### src/design/pump_tank_relay_controller_assert.svh
// Assertion macros shared by the pump and tank relay controller RTL.
`ifndef PUMP_TANK_RELAY_CONTROLLER_ASSERT_SVH
`define PUMP_TANK_RELAY_CONTROLLER_ASSERT_SVH

// Same-cycle implication, checked on every rising clock edge outside reset.
`define PTRC_ASSERT_SAME(label, clk, rst, ante, cons) \
   label: assert property (@(posedge clk) disable iff (rst) (ante) |-> (cons)) \
      else $error("pump tank relay controller: same-cycle check failed");

// Next-cycle implication, checked on every rising clock edge outside reset.
`define PTRC_ASSERT_NEXT(label, clk, rst, ante, cons) \
   label: assert property (@(posedge clk) disable iff (rst) (ante) |=> (cons)) \
      else $error("pump tank relay controller: next-cycle check failed");

`endif

### src/design/ptrc_pkg.sv
// Shared types and constants of the pump and tank relay controller.
package ptrc_pkg;

   localparam int ZONE_COUNT = 6;
   localparam int CNT_W      = 16;
   localparam int RELAY_W    = 8;
   localparam int TANK_BIT   = 6;
   localparam int PUMP_BIT   = 7;

   // Zones are limited to bits 0..5; bits 6 and 7 are tank and pump.
   localparam logic [RELAY_W-1:0] ZONE_MASK =
      RELAY_W'(((1 << ZONE_COUNT) - 1) & 32'h3F);

   typedef logic [1:0]         kind_type;
   typedef logic [2:0]         relay_idx_type;
   typedef logic [CNT_W-1:0]   count_type;
   typedef logic [RELAY_W-1:0] relay_vec_type;
   typedef logic [1:0]         csr_idx_type;

   localparam kind_type KIND_TICK    = 2'd0;
   localparam kind_type KIND_TOGGLE  = 2'd1;
   localparam kind_type KIND_ALL_OFF = 2'd2;
   localparam kind_type KIND_UNUSED  = 2'd3;

   localparam csr_idx_type CSR_TANK_AUTO_MODE     = 2'd0;
   localparam csr_idx_type CSR_PUMP_START_DELAY   = 2'd1;
   localparam csr_idx_type CSR_FLOAT_STABLE_TICKS = 2'd2;

   localparam count_type PUMP_START_DELAY_RESET   = 16'd1000;
   localparam count_type FLOAT_STABLE_TICKS_RESET = 16'd500;
   localparam count_type CNT_MAX                  = '1;

endpackage

### src/design/pump_tank_relay_controller.sv
// Pump and tank relay controller: tick, toggle and all-off requests drive eight relays.
// A request waits in the request register until the response register can take it.
// Throughput: one request per cycle while rsp_ready is high; a request register and a
// response register separate the two channels, and the state update sits between them.
// Reset: synchronous, active high; relays, sequence flags and counters clear and the
// configuration registers return to auto mode off, start delay 1000, float ticks 500.
`include "pump_tank_relay_controller_assert.svh"

module pump_tank_relay_controller (
   input  logic                    clock,
   input  logic                    reset,
   input  logic                    req_valid,
   output logic                    req_ready,
   input  ptrc_pkg::kind_type      req_kind,
   input  ptrc_pkg::relay_idx_type req_relay_index,
   input  logic                    req_float_high,
   input  logic                    req_lockout,
   output logic                    rsp_valid,
   input  logic                    rsp_ready,
   output ptrc_pkg::relay_vec_type rsp_relay_states,
   output logic                    rsp_pump_running,
   output logic                    rsp_tank_wants_water,
   input  logic                    csr_write_en,
   input  ptrc_pkg::csr_idx_type   csr_index,
   input  ptrc_pkg::count_type     csr_wdata
);
   import ptrc_pkg::*;

   // Configuration.
   logic          tank_auto_mode_ff;
   count_type     pump_start_delay_ff;
   count_type     float_stable_ticks_ff;

   // Request register.
   logic          req_valid_ff;
   kind_type      req_kind_ff;
   relay_idx_type req_relay_index_ff;
   logic          req_float_high_ff;
   logic          req_lockout_ff;

   // Controller state.
   relay_vec_type relay_on_ff, relay_on_in;
   logic          pump_started_ff, pump_started_in;
   logic          demand_latched_ff, demand_latched_in;
   logic          tank_mode_seen_ff, tank_mode_seen_in;
   logic          tank_request_ff, tank_request_in;
   count_type     float_high_ticks_ff, float_high_ticks_in;
   count_type     demand_ticks_ff, demand_ticks_in;

   // Response register.
   logic          rsp_valid_ff;
   relay_vec_type rsp_relay_states_ff;
   logic          rsp_pump_running_ff;
   logic          rsp_tank_wants_water_ff;

   logic          advance;

   function automatic count_type sat_inc(input count_type v);
      return (v == CNT_MAX) ? CNT_MAX : count_type'(v + 1'b1);
   endfunction

   assign advance   = req_valid_ff && (!rsp_valid_ff || rsp_ready);
   assign req_ready = !req_valid_ff || advance;

   always_comb begin
      logic          want;
      logic          demand;
      relay_vec_type others;
      relay_on_in         = relay_on_ff;
      pump_started_in     = pump_started_ff;
      demand_latched_in   = demand_latched_ff;
      tank_mode_seen_in   = tank_mode_seen_ff;
      tank_request_in     = tank_request_ff;
      float_high_ticks_in = float_high_ticks_ff;
      demand_ticks_in     = demand_ticks_ff;
      want                = 1'b0;
      demand              = 1'b0;
      others              = '0;
      unique case (req_kind_ff)
         KIND_TICK: begin
            // Tank step.
            if (req_lockout_ff || !tank_auto_mode_ff) begin
               tank_request_in = 1'b0;
               // A timing run already under way keeps counting.
               if (float_high_ticks_ff != '0) begin
                  float_high_ticks_in = sat_inc(float_high_ticks_ff);
               end
            end else begin
               if (req_float_high_ff) begin
                  want                = (float_high_ticks_ff >= float_stable_ticks_ff);
                  float_high_ticks_in = sat_inc(float_high_ticks_ff);
               end else begin
                  float_high_ticks_in = '0;
               end
               if ((relay_on_in & ZONE_MASK) != '0) begin
                  // Zone irrigation takes precedence over filling the tank.
                  if (relay_on_in[TANK_BIT]) begin
                     relay_on_in[PUMP_BIT] = 1'b0;
                     relay_on_in[TANK_BIT] = 1'b0;
                     pump_started_in       = 1'b0;
                     demand_latched_in     = 1'b0;
                  end
                  tank_request_in = 1'b0;
               end else begin
                  tank_request_in = want;
               end
            end
            // Pump step.
            demand = ((relay_on_in & ZONE_MASK) != '0) ||
                     (!tank_auto_mode_ff && relay_on_in[TANK_BIT]);
            if (tank_request_in) begin
               demand = 1'b1;
               if (!tank_mode_seen_in) begin
                  pump_started_in   = 1'b0;
                  demand_latched_in = 1'b0;
                  tank_mode_seen_in = 1'b1;
               end
               relay_on_in[TANK_BIT] = 1'b1;
            end else begin
               tank_mode_seen_in = 1'b0;
               if (tank_auto_mode_ff) begin
                  relay_on_in[TANK_BIT] = 1'b0;
               end
            end
            if (demand && !demand_latched_in) begin
               demand_ticks_in   = '0;
               demand_latched_in = 1'b1;
            end
            if (demand && !pump_started_in && (demand_ticks_in >= pump_start_delay_ff)) begin
               relay_on_in[PUMP_BIT] = 1'b1;
               pump_started_in       = 1'b1;
            end
            if (!demand) begin
               demand_latched_in = 1'b0;
               if (pump_started_in) begin
                  relay_on_in[PUMP_BIT] = 1'b0;
                  pump_started_in       = 1'b0;
                  demand_ticks_in       = '0;
               end
            end
            demand_ticks_in = sat_inc(demand_ticks_in);
         end
         KIND_TOGGLE: begin
            if (relay_on_ff[req_relay_index_ff]) begin
               others = relay_on_ff;
               others[PUMP_BIT] = 1'b0;
               others[req_relay_index_ff] = 1'b0;
               // Switching off the last valve also stops the pump.
               if (others == '0) begin
                  relay_on_in[PUMP_BIT] = 1'b0;
               end
               relay_on_in[req_relay_index_ff] = 1'b0;
            end else begin
               relay_on_in[req_relay_index_ff] = 1'b1;
            end
         end
         KIND_ALL_OFF: begin
            relay_on_in = '0;
         end
         KIND_UNUSED: begin
         end
         default: begin
         end
      endcase
   end

   always_ff @(posedge clock) begin
      if (reset) begin
         tank_auto_mode_ff     <= 1'b0;
         pump_start_delay_ff   <= PUMP_START_DELAY_RESET;
         float_stable_ticks_ff <= FLOAT_STABLE_TICKS_RESET;
      end else if (csr_write_en) begin
         unique case (csr_index)
            CSR_TANK_AUTO_MODE:     tank_auto_mode_ff     <= csr_wdata[0];
            CSR_PUMP_START_DELAY:   pump_start_delay_ff   <= csr_wdata;
            CSR_FLOAT_STABLE_TICKS: float_stable_ticks_ff <= csr_wdata;
            default: begin
            end
         endcase
      end
   end

   always_ff @(posedge clock) begin
      if (reset) begin
         req_valid_ff        <= 1'b0;
         rsp_valid_ff        <= 1'b0;
         relay_on_ff         <= '0;
         pump_started_ff     <= 1'b0;
         demand_latched_ff   <= 1'b0;
         tank_mode_seen_ff   <= 1'b0;
         tank_request_ff     <= 1'b0;
         float_high_ticks_ff <= '0;
         demand_ticks_ff     <= '0;
      end else begin
         if (req_ready) begin
            req_valid_ff <= req_valid;
         end
         if (advance) begin
            rsp_valid_ff        <= 1'b1;
            relay_on_ff         <= relay_on_in;
            pump_started_ff     <= pump_started_in;
            demand_latched_ff   <= demand_latched_in;
            tank_mode_seen_ff   <= tank_mode_seen_in;
            tank_request_ff     <= tank_request_in;
            float_high_ticks_ff <= float_high_ticks_in;
            demand_ticks_ff     <= demand_ticks_in;
         end else if (rsp_ready) begin
            rsp_valid_ff <= 1'b0;
         end
      end
   end

   always_ff @(posedge clock) begin
      if (req_ready && req_valid) begin
         req_kind_ff        <= req_kind;
         req_relay_index_ff <= req_relay_index;
         req_float_high_ff  <= req_float_high;
         req_lockout_ff     <= req_lockout;
      end
      if (advance) begin
         rsp_relay_states_ff     <= relay_on_in;
         rsp_pump_running_ff     <= pump_started_in;
         rsp_tank_wants_water_ff <= tank_request_in;
      end
   end

   assign rsp_valid            = rsp_valid_ff;
   assign rsp_relay_states     = rsp_relay_states_ff;
   assign rsp_pump_running     = rsp_pump_running_ff;
   assign rsp_tank_wants_water = rsp_tank_wants_water_ff;

   // A started pump always belongs to a latched demand period.
   `PTRC_ASSERT_SAME(a_started_implies_latched, clock, reset, pump_started_ff, demand_latched_ff)
   // A request that moves into the response stage always shows up as a response.
   `PTRC_ASSERT_NEXT(a_advance_gives_response, clock, reset, advance, rsp_valid_ff)
   // A held request is never dropped while the response stage is blocked.
   `PTRC_ASSERT_NEXT(a_blocked_request_holds, clock, reset, req_valid_ff && !advance, req_valid_ff)

endmodule
### config.mk
export PLATFORM = sky130hd
export DESIGN_NAME = pump_tank_relay_controller
export DESIGN_NICKNAME = d
export VERILOG_FILES = /design/src/design/ptrc_pkg.sv /design/src/design/pump_tank_relay_controller.sv
export VERILOG_INCLUDE_DIRS = /design/src /design/src/design
export SDC_FILE = /design/constraint.sdc
export NUM_CORES = 1
export LEC_CHECK = 0
export ABC_CLOCK_PERIOD_IN_PS = 4800
export CORE_AREA = 4 4 99 101
export DETAILED_ROUTE_END_ITERATION = 8
export DIE_AREA = 0 0 103 105
export DONT_BUFFER_PORTS = 1
export PLACE_DENSITY = 0.77
export SLEW_MARGIN = 10
export SYNTH_ARGS = -nofsm -noshare
export SYNTH_HDL_FRONTEND = slang
export SYNTH_SLANG_ARGS = --single-unit
### constraint.sdc
create_clock -name clock -period 4.8 [get_ports clock]
set_clock_uncertainty 0.15 [all_clocks]
set_input_delay 0.48 -clock clock [delete_from_list [all_inputs] [get_ports clock]]
set_output_delay 0.48 -clock clock [all_outputs]
set_load 0.02 [all_outputs]
# ---- Yosys cells after proc, flatten, opt, wreduce, memory -nomap -nowiden
# Cells that the tools add are included.
dict set report word_totals {
  n_memories 0
  out_inout_bits 12
  latch_bits 0
  mem_bits_ro 0
  mem_bits_rw 0
  word_cells 120
  reg_bits 96
}
dict set report classes {
  n_addsub 2
  multipliers 0
  div 0
  n_mux 57
  reduce_logical 27
  magnitude_cmp 4
  shifts 0
  n_bitwise 4
  eq_ne 7
}
# operator count
set ops {}
lappend ops {{$mux 16} 10}
lappend ops {{$mux 1} 38}
lappend ops {{$add 16x1->16 const B} 2}
lappend ops {{$eq 16x16->1 const B} 2}
lappend ops {{$ge 16x16->1} 2}
lappend ops {{$reduce_bool 16->1} 1}
lappend ops {{$pmux 6 s2} 1}
lappend ops {{$and 7x8->8} 1}
lappend ops {{$and 8x8->8} 1}
lappend ops {{$logic_not 8->1} 1}
lappend ops {{$mux 2} 4}
lappend ops {{$mux 8} 1}
lappend ops {{$not 8->8} 1}
lappend ops {{$or 8x8->8} 1}
lappend ops {{$reduce_and 2->1} 4}
lappend ops {{$reduce_bool 8->1} 1}
lappend ops {{$logic_and 1x1->1} 7}
lappend ops {{$pmux 2 s3} 1}
lappend ops {{$logic_not 1->1} 5}
lappend ops {{$eq 2x1->1 const B} 2}
lappend ops {{$eq 2x2->1 const B} 2}
lappend ops {{$logic_not 2->1} 2}
lappend ops {{$logic_or 1x1->1} 4}
lappend ops {{$lt 3x4->1 const B} 1}
lappend ops {{6 further kinds} 6}

# ---- Depth between registers and ports, before layout
# Gate-level depths: netlist of the first run.
dict set report depth {
  word_depth 20
  mapped_depth 18
  ltp_nobuf 17
}

# ---- Worst setup path before layout of the first run
# Ideal clock, no wire load.
dict set report synth_timing {
  kind {reg2reg}
  from {register float_high_ticks_ff[13]}
  to {register rsp_pump_running_ff (netlist: rsp_pump_running), data pin}
  period_less_slack_ns 4.042
  n_path_buf 1
  setup_slack_ns 0.758
  arrival_time_ns 3.632
  setup_time_ns 0.260
  stages_incl_launch_ff 16
  t_required_ns 4.390
  cell_sequence {dfxtp_1 > ha_1 > nand4_1 > nor3_1 > nand4b_1 > a31oi_1 > o21ai_2 > buf_2 > and2_1 > ha_1 > or3_1 > nor2_1 > nor4_1 > a2111oi_0 > a22oi_1 > mux2_2}
}
dict set report synth_between {
  elab_chain_len 17
}
# element line
set synth_lines {}
lappend synth_lines {{start: declaration} pump_tank_relay_controller.sv:47} ;# count_type float_high_ticks_ff, float_high_ticks_in;
lappend synth_lines {{start signal: assignment} pump_tank_relay_controller.sv:205} ;# float_high_ticks_ff <= float_high_ticks_in;
lappend synth_lines {{$ge 16x16->1 (*)} pump_tank_relay_controller.sv:90} ;# want = (float_high_ticks_ff >= float_stable_ticks_ff);
lappend synth_lines {{$mux 1 (*)} pump_tank_relay_controller.sv:89} ;# if (req_float_high_ff) begin
lappend synth_lines {{$mux 1 (*)} pump_tank_relay_controller.sv:95} ;# if ((relay_on_in & ZONE_MASK) != '0) begin
lappend synth_lines {{$mux 1 (*)} pump_tank_relay_controller.sv:82} ;# if (req_lockout_ff || !tank_auto_mode_ff) begin
lappend synth_lines {{$mux 1 (*)} pump_tank_relay_controller.sv:79} ;# unique case (req_kind_ff)
lappend synth_lines {{$mux 1} pump_tank_relay_controller.sv:111} ;# if (tank_request_in) begin
lappend synth_lines {{$mux 1} pump_tank_relay_controller.sv:79}
lappend synth_lines {{$logic_not 1->1} pump_tank_relay_controller.sv:125} ;# if (demand && !demand_latched_in) begin
lappend synth_lines {{[... 2 more ...]} -}
lappend synth_lines {{$mux 16} pump_tank_relay_controller.sv:79}
lappend synth_lines {{$ge 16x16->1} pump_tank_relay_controller.sv:129} ;# if (demand && !pump_started_in && (demand_ticks_in >= pump_start_delay_ff)) begin
lappend synth_lines {{$logic_and 1x1->1} pump_tank_relay_controller.sv:129}
lappend synth_lines {{$mux 1} pump_tank_relay_controller.sv:129}
lappend synth_lines {{$mux 1} pump_tank_relay_controller.sv:79}
lappend synth_lines {{$mux 1 (*)} pump_tank_relay_controller.sv:133} ;# if (!demand) begin
lappend synth_lines {{$mux 1 (*)} pump_tank_relay_controller.sv:79}
lappend synth_lines {{net pump_started_in} pump_tank_relay_controller.sv:43} ;# logic pump_started_ff, pump_started_in;
lappend synth_lines {{end signal: assignment} pump_tank_relay_controller.sv:222} ;# rsp_pump_running_ff <= pump_started_in;
lappend synth_lines {{end: declaration} pump_tank_relay_controller.sv:53} ;# logic rsp_pump_running_ff;
# The timed path passes the listed nets; every way through them passes the cells marked *. The select of a mux whose other input is x is not followed.
# A chain may end at the register's enable or synchronous reset.

# ---- Worst setup path after layout of the first run
# Ends and elaborated chain as after synthesis.

==> flow_summary.ini, run 1 <==
[route]
first_pass_iters = 5
wl_per_cell_um = 17.0
route.detailed.drc = 0
via_per_inst = 6.33
drtIter0Drc = 331
num_vias = 5056
ant_nets = 0
drt-total-wl_mm = 13.6

[placed_design]
dp_slack_ns = 0.222
dp_hpwl_mm = 9.42
dpl_cell_area_um2 = 5660
port_buffers = 0
gp_congestion = 0.871

[synth]
synthCells = 690
syn_nets = 758
async_flop_share_pct = 0
yosysSeqAreaShare_pct = 37.5
synth_area_leader_cell = dfxtp_1
synth.top_cells.by_count = 114 x nand2_1, 79 x dfxtp_1, 70 x a21oi_1, 44 x nor2_1, 42 x inv_1
synth_top_cell_area_share_pct = 28.3
ys.flop_type = dfxtp_1
yosysWarnings = 0
ys_seq_elements = 96
synth_edf_count = 17
synth_cell_type_count = 68
syn_area_um2 = 5580
synth_area_leaders = dfxtp_1 28%, edfxtp_1 9.1%, ha_1 8.5%
avgSynthCellArea_um2 = 8.09
yosysMostFrequentCell = nand2_1

[global_routing]
grt_max_degree = 50
grt_pass1_vias = 4607
antenna_found_initial = 0
grt-ovfl-total = 0
grt_pass1_wl_mm = 22.4
grt_usage_pct = 25.7

[power]
ir_drop_v = 0.000157
intPower_w = 0.00110
combPwrFrac_pct = 10.3
power_frac_clock_pct = 34.1
seqPwrFrac_pct = 55.6
total_leakage_power_nw = 2.10
p_switching_w = 0.000456
p_per_area_nw_per_um2 = 264
switching_share_pct = 29.2

[timing]
period_needed_ns = 4.49
whs_ns = 0.0230
rsz0062_at_grt = no
hold_viol_final = 0
setup_ws_ns = 0.313
fin_crit_sh_pct = 93.5
setup_viol = 0
tns_ns = 0
slew_viol_final = 0
tightest_slew_ns = 0.758
slew_headroom_pct = 49.4
fmax_mhz = 223

[critical_path]
required_ns = 4.78
crit_chain = ha_1 -> a211oi_1 -> nor2_1 -> nor3_1 -> a31oi_4 -> o21ai_4 -> buf_4 -> and2_1 -> ha_1 -> nand4_1 -> nor4_1 -> a2111oi_1 -> buf_4 -> a22oi_1 -> mux2_2
path_buf_inv = 2
arrival_ns = 4.47
crit_path_end_kind = flop
path_class = reg -> reg
slowest_stage = a2111oi_1
path_max_fanout = 15
crit_family = compound AO/OA/AOI/OAI gates
cp_slowest_stage_delay_ns = 0.52
worstSetupStartpointType = flop

[cts]
cts_buffers = 9
clk_latency_ns = 0.37
clk_pin_slew_worst_paths_ns = 0.10
cts_sinks = 96
cts_tree = yes
htreeDepth = 3
clk_path_buf_depth = 2
root_buffer = clkbuf_8

[final_layout]
nets = 751
n_antenna_cell = 0
final_layout_size_suffix_gt1_share_pct = 6.69
fin_area_um2 = 5920
area_growth_pct = 6.05
fillers = 770

[status]
status = completed

[run]
drv_cap = 0

[floorplan]
die_h_um = 105
start_util_pct = 61.9
fp.dieArea_um2 = 10800
die_width_um = 103
io_pins = 42
core_um2 = 9020
row_count = 35

[min_path]
hp-class = in -> reg
## power by group through the flow
stage | sequential (W) | clock, W | combinational, W
after CTS | 0.000869 | 0.000543 | 0.000156
after detailed placement | 0.000887 | 0 | 0.000152
after floorplan | 0.000878 | 0 | 0.000133
final | 0.000869 | 0.000532 | 0.000160
after global placement | 0.000886 | 0 | 0.000146
after global routing | 0.000873 | 0.000577 | 0.000180
## cells in the final DEF, fill, tap and decap left out, types with 8 or more instances in the layout
cell type,n
o21ai_0,22
ha_1,38
nor3b_1,8
a31oi_1,9
nand2b_1,8
nand3_1,22
and2_1,20
nand2_1,114
nand4_1,9
clkbuf_8,9
buf_4,9
dfxtp_1,79
a21oi_1,70
nor4_1,8
inv_1,42
nor2_1,44
edfxtp_1,17
nor3_1,24
o211ai_1,14
## flip-flops by register name, summed over array words and instances (netlist names)
signal and cells:
rsp_valid 1, req_relay_index_ff 3, req_kind_ff 2, tank_mode_seen_ff 1, req_valid_ff 1, demand_latched_ff 1, req_lockout_ff 1, rsp_pump_running 1
req_float_high_ff 1, pump_started_ff 1, demand_ticks_ff 16, pump_start_delay_ff 16, tank_request_ff 1, rsp_tank_wants_water 1, relay_on_ff 8, tank_auto_mode_ff 1
float_stable_ticks_ff 16, float_high_ticks_ff 16, rsp_relay_states 8
## layer usage
layer / vias up / track usage (%) / share of wire, %
li1: 2487 / - / -
met1: 2373 / 35.7 / 45
met2: 171 / 39.9 / 47
met3: 25 / 4.87 / 6.2
met4: 0 / 8.42 / 1.8
met5: - / 0 / 0
## cell type report
| cell class | instances | area [um2] | area share (%) |
|---|---|---|---|
| clock buffer | 9 | 124 | 2.09 |
| clock inverter | 7 | 75.1 | 1.27 |
| inverter | 45 | 169 | 2.85 |
| multi-input combinational | 519 | 3220 | 54.5 |
| sequential | 96 | 2090 | 35.3 |
| tap | 111 | 139 | 2.35 |
| timing repair buffer | 12 | 97.6 | 1.65 |
## per-stage QoR
step	cells	power (W)	util, %
2_1_floorplan	690	0.00101	-
3_3_place_gp	780	0.00103	62.7
3_5_place_dp	780	0.00104	62.7
4_1_cts	798	0.00157	65.2
5_1_grt	799	0.00163	65.6
6_report	799	0.00156	65.6
## path summary, 6_finish.rpt
| kind | cells past startpoint | slack (ns) | end | from |
|---|---|---|---|---|
| max | 15 | 0.31 | rsp_pump_running$_DFFE_PP_ | float_high_ticks_ff[13]$_SDFFE_PP0P_ |
| min | 1 | 0.02 | demand_ticks_ff[14]$_SDFFE_PP0P_ | reset |
| max reg2reg | 15 | 0.31 | rsp_pump_running$_DFFE_PP_ | float_high_ticks_ff[13]$_SDFFE_PP0P_ |
| min reg2reg | 2 | 0.30 | float_stable_ticks_ff[10]$_SDFFE_PP0P_ | float_stable_ticks_ff[10]$_SDFFE_PP0P_ |
## timing repair
action                     CTS  global route
hold endpoints to repair    11             2
hold buffers                 2             1
resized for setup            0             5
setup buffers                0             0
setup endpoints to repair    0             3
## logic make-up (layout without fill, tap and decap cells)
family / after synthesis / count (layout) / share of synthesized area [%]
and+or+nand+nor: 292 / 292 / 25.9
muxes: 4 / 4 / 0.740
adders and majority gates: 38 / 38 / 8.52
AOI/OAI and AO/OA: 184 / 184 / 21.9
xor gates and xnor gates: 1 / 1 / 0.157
DFF: 96 / 96 / 37.5
buffers and inverters: 75 / 73 / 5.33
No activity file was read; power rests on OpenSTA's default activity.
==> run 2, diff against run 1 <==
- ABC_CLOCK_PERIOD_IN_PS: 4800 -> 4600
- CORE_AREA: 4 4 99 101 -> 4 4 95 105
- DIE_AREA: 0 0 103 105 -> 0 0 99 109
- clock period: 4.8 -> 4.6 ns (I/O delays scaled with it)
==> flow_summary.ini, run 2 (synthesis gave the netlist of run 1 again) <==
[final_layout]
final_common_cell = nand2_1
final_layout_size_suffix_gt1_share_pct = 7.81
nets = 754
layout_common_cells = 114 x nand2_1, 79 x dfxtp_1, 70 x a21oi_1, 44 x nor2_1, 42 x inv_1
area_growth_pct = 7.44
finalNonFillerCells = 805
fillers = 692
n_antenna_cell = 0

[status]
status = completed

[floorplan]
core_um2 = 8870
row_count = 36
die_width_um = 99
fp.dieArea_um2 = 10800
io_pins = 42
die_h_um = 109
start_util_pct = 62.9

[power]
total_leakage_power_nw = 2.14
ir_drop_v = 0.000231
p_per_area_nw_per_um2 = 276

[timing]
fin_crit_sh_pct = 93.5
hold_viol_final = 0
setup_viol = 0
period_needed_ns = 4.30
tightest_slew_ns = 0.727
slew_viol_final = 0
whs_ns = 0.00662
slew_headroom_pct = 51.3
fmax_mhz = 233

[critical_path]
rr_worst_depth = 15
cp_common_cell = ha_1
slowest_stage = a2111oi_2
arrival_ns = 4.28
path_class = reg -> reg
r2r_slack_ns = 0.30
crit_family = simple AND/OR/NAND/NOR gates
worstSetupStartpointType = flop
crit_chain = ha_1 -> nand4_1 -> nor3_2 -> nand4b_1 -> a32oi_2 -> o21ai_4 -> and2_1 -> ha_1 -> or3_1 -> nor2_1 -> nor4_1 -> a2111oi_2 -> buf_4 -> a22oi_1 -> mux2_2
path_max_fanout = 15
cp_slowest_stage_delay_ns = 0.42
path_buf_inv = 1
crit_cells = 15
crit_path_end_kind = flop
required_ns = 4.58

[run]
drv_cap = 0

[cts]
cts_setup_buffers = 0
clk_pin_slew_worst_paths_ns = 0.10
clk_latency_ns = 0.38
cts_buffers = 9
root_buffer = clkbuf_8
cts_sinks = 96
cts_tree = yes
htreeDepth = 3
clk_path_buf_depth = 2

[route]
ant_nets = 0
drtIter0Drc = 277
drt-total-wl_mm = 13.8
route.detailed.drc = 0
num_vias = 5055
via_per_inst = 6.28
wl_per_cell_um = 17.2
first_pass_iters = 5

[global_routing]
grt-ovfl-total = 0
grt_usage_pct = 26.0
grt_max_degree = 40
antenna_found_initial = 0
grt_pass1_wl_mm = 22.5
grt_pass1_vias = 4565

[placed_design]
dp_cells = 784
port_buffers = 0
dp_hpwl_mm = 9.41
gp_congestion = 0.915

[min_path]
hold_depth = 1
hp-class = in -> reg
## run 2: metrics by stage
stage	power, W	utilization, %	cell area (um2)	TNS (ns)	setup WS [ns]
2_1_floorplan	0.00106	-	5580	0	0.558
3_3_place_gp	0.00108	63.9	5670	0	0.0508
3_5_place_dp	0.00108	63.9	5670	-0.0742	-0.0742
4_1_cts	0.00165	66.8	5930	0	0.0831
5_1_grt	0.00172	67.6	6000	-0.0124	-0.0124
6_report	0.00165	67.6	6000	0	0.300
## run 2: power by group
group / total [W] / switching (W) / internal, W
sequential: 0.000906 / 0.0000268 / 0.000879
clock: 0.000571 / 0.000331 / 0.000241
combinational: 0.000176 / 0.000113 / 0.0000630
## run 2: worst paths after layout
| kind | startpoint | endpoint |
|---|---|---|
| hold reg to reg | float_stable_ticks_ff[15]$_SDFFE_PP0P_ | float_stable_ticks_ff[15]$_SDFFE_PP0P_ |
| hold / removal | reset | float_high_ticks_ff[5]$_SDFFE_PP0P_ |
| setup / recovery | float_high_ticks_ff[13]$_SDFFE_PP0P_ | rsp_pump_running$_DFFE_PP_ |
| setup reg to reg | float_high_ticks_ff[13]$_SDFFE_PP0P_ | rsp_pump_running$_DFFE_PP_ |
## run 2: worst reg2reg max path: cells and delay by family (launching register included)
family	cells	cell delay [ns]
simple gates	7	1.47
compound gates	4	1.08
fa+ha+maj	2	0.51
flops	1	0.39
mux	1	0.28
buf+inv	1	0.18
## run 2: per-layer routing
metal / track usage, % / vias up / routed length (um)
met3: 6.33 / 21 / 1030
li1: - / 2487 / -
met2: 43.4 / 180 / 6640
met4: 7.61 / 0 / 223
met5: 0 / - / 0
met1: 33.6 / 2367 / 5950
## run 2: cell type report
class                   count  area (um2)  share of cell area [%]
clock inverters             6        52.6                   0.876
inverters                  45         169                    2.82
multi-input cells         519        3260                    54.3
well taps                 114         143                    2.38
clock buffers              10         149                    2.48
repair buffers             15         135                    2.25
flip-flops and latches     96        2090                    34.9
## run 2: timing repair
item                                    4_1_cts  5_1_grt
hold endpoints to repair                     39        1
hold buffers                                  4        1
gates cloned                                  0        0
resized for setup                             2       10
pin swaps                                     0        3
endpoints found under the setup margin        2        9
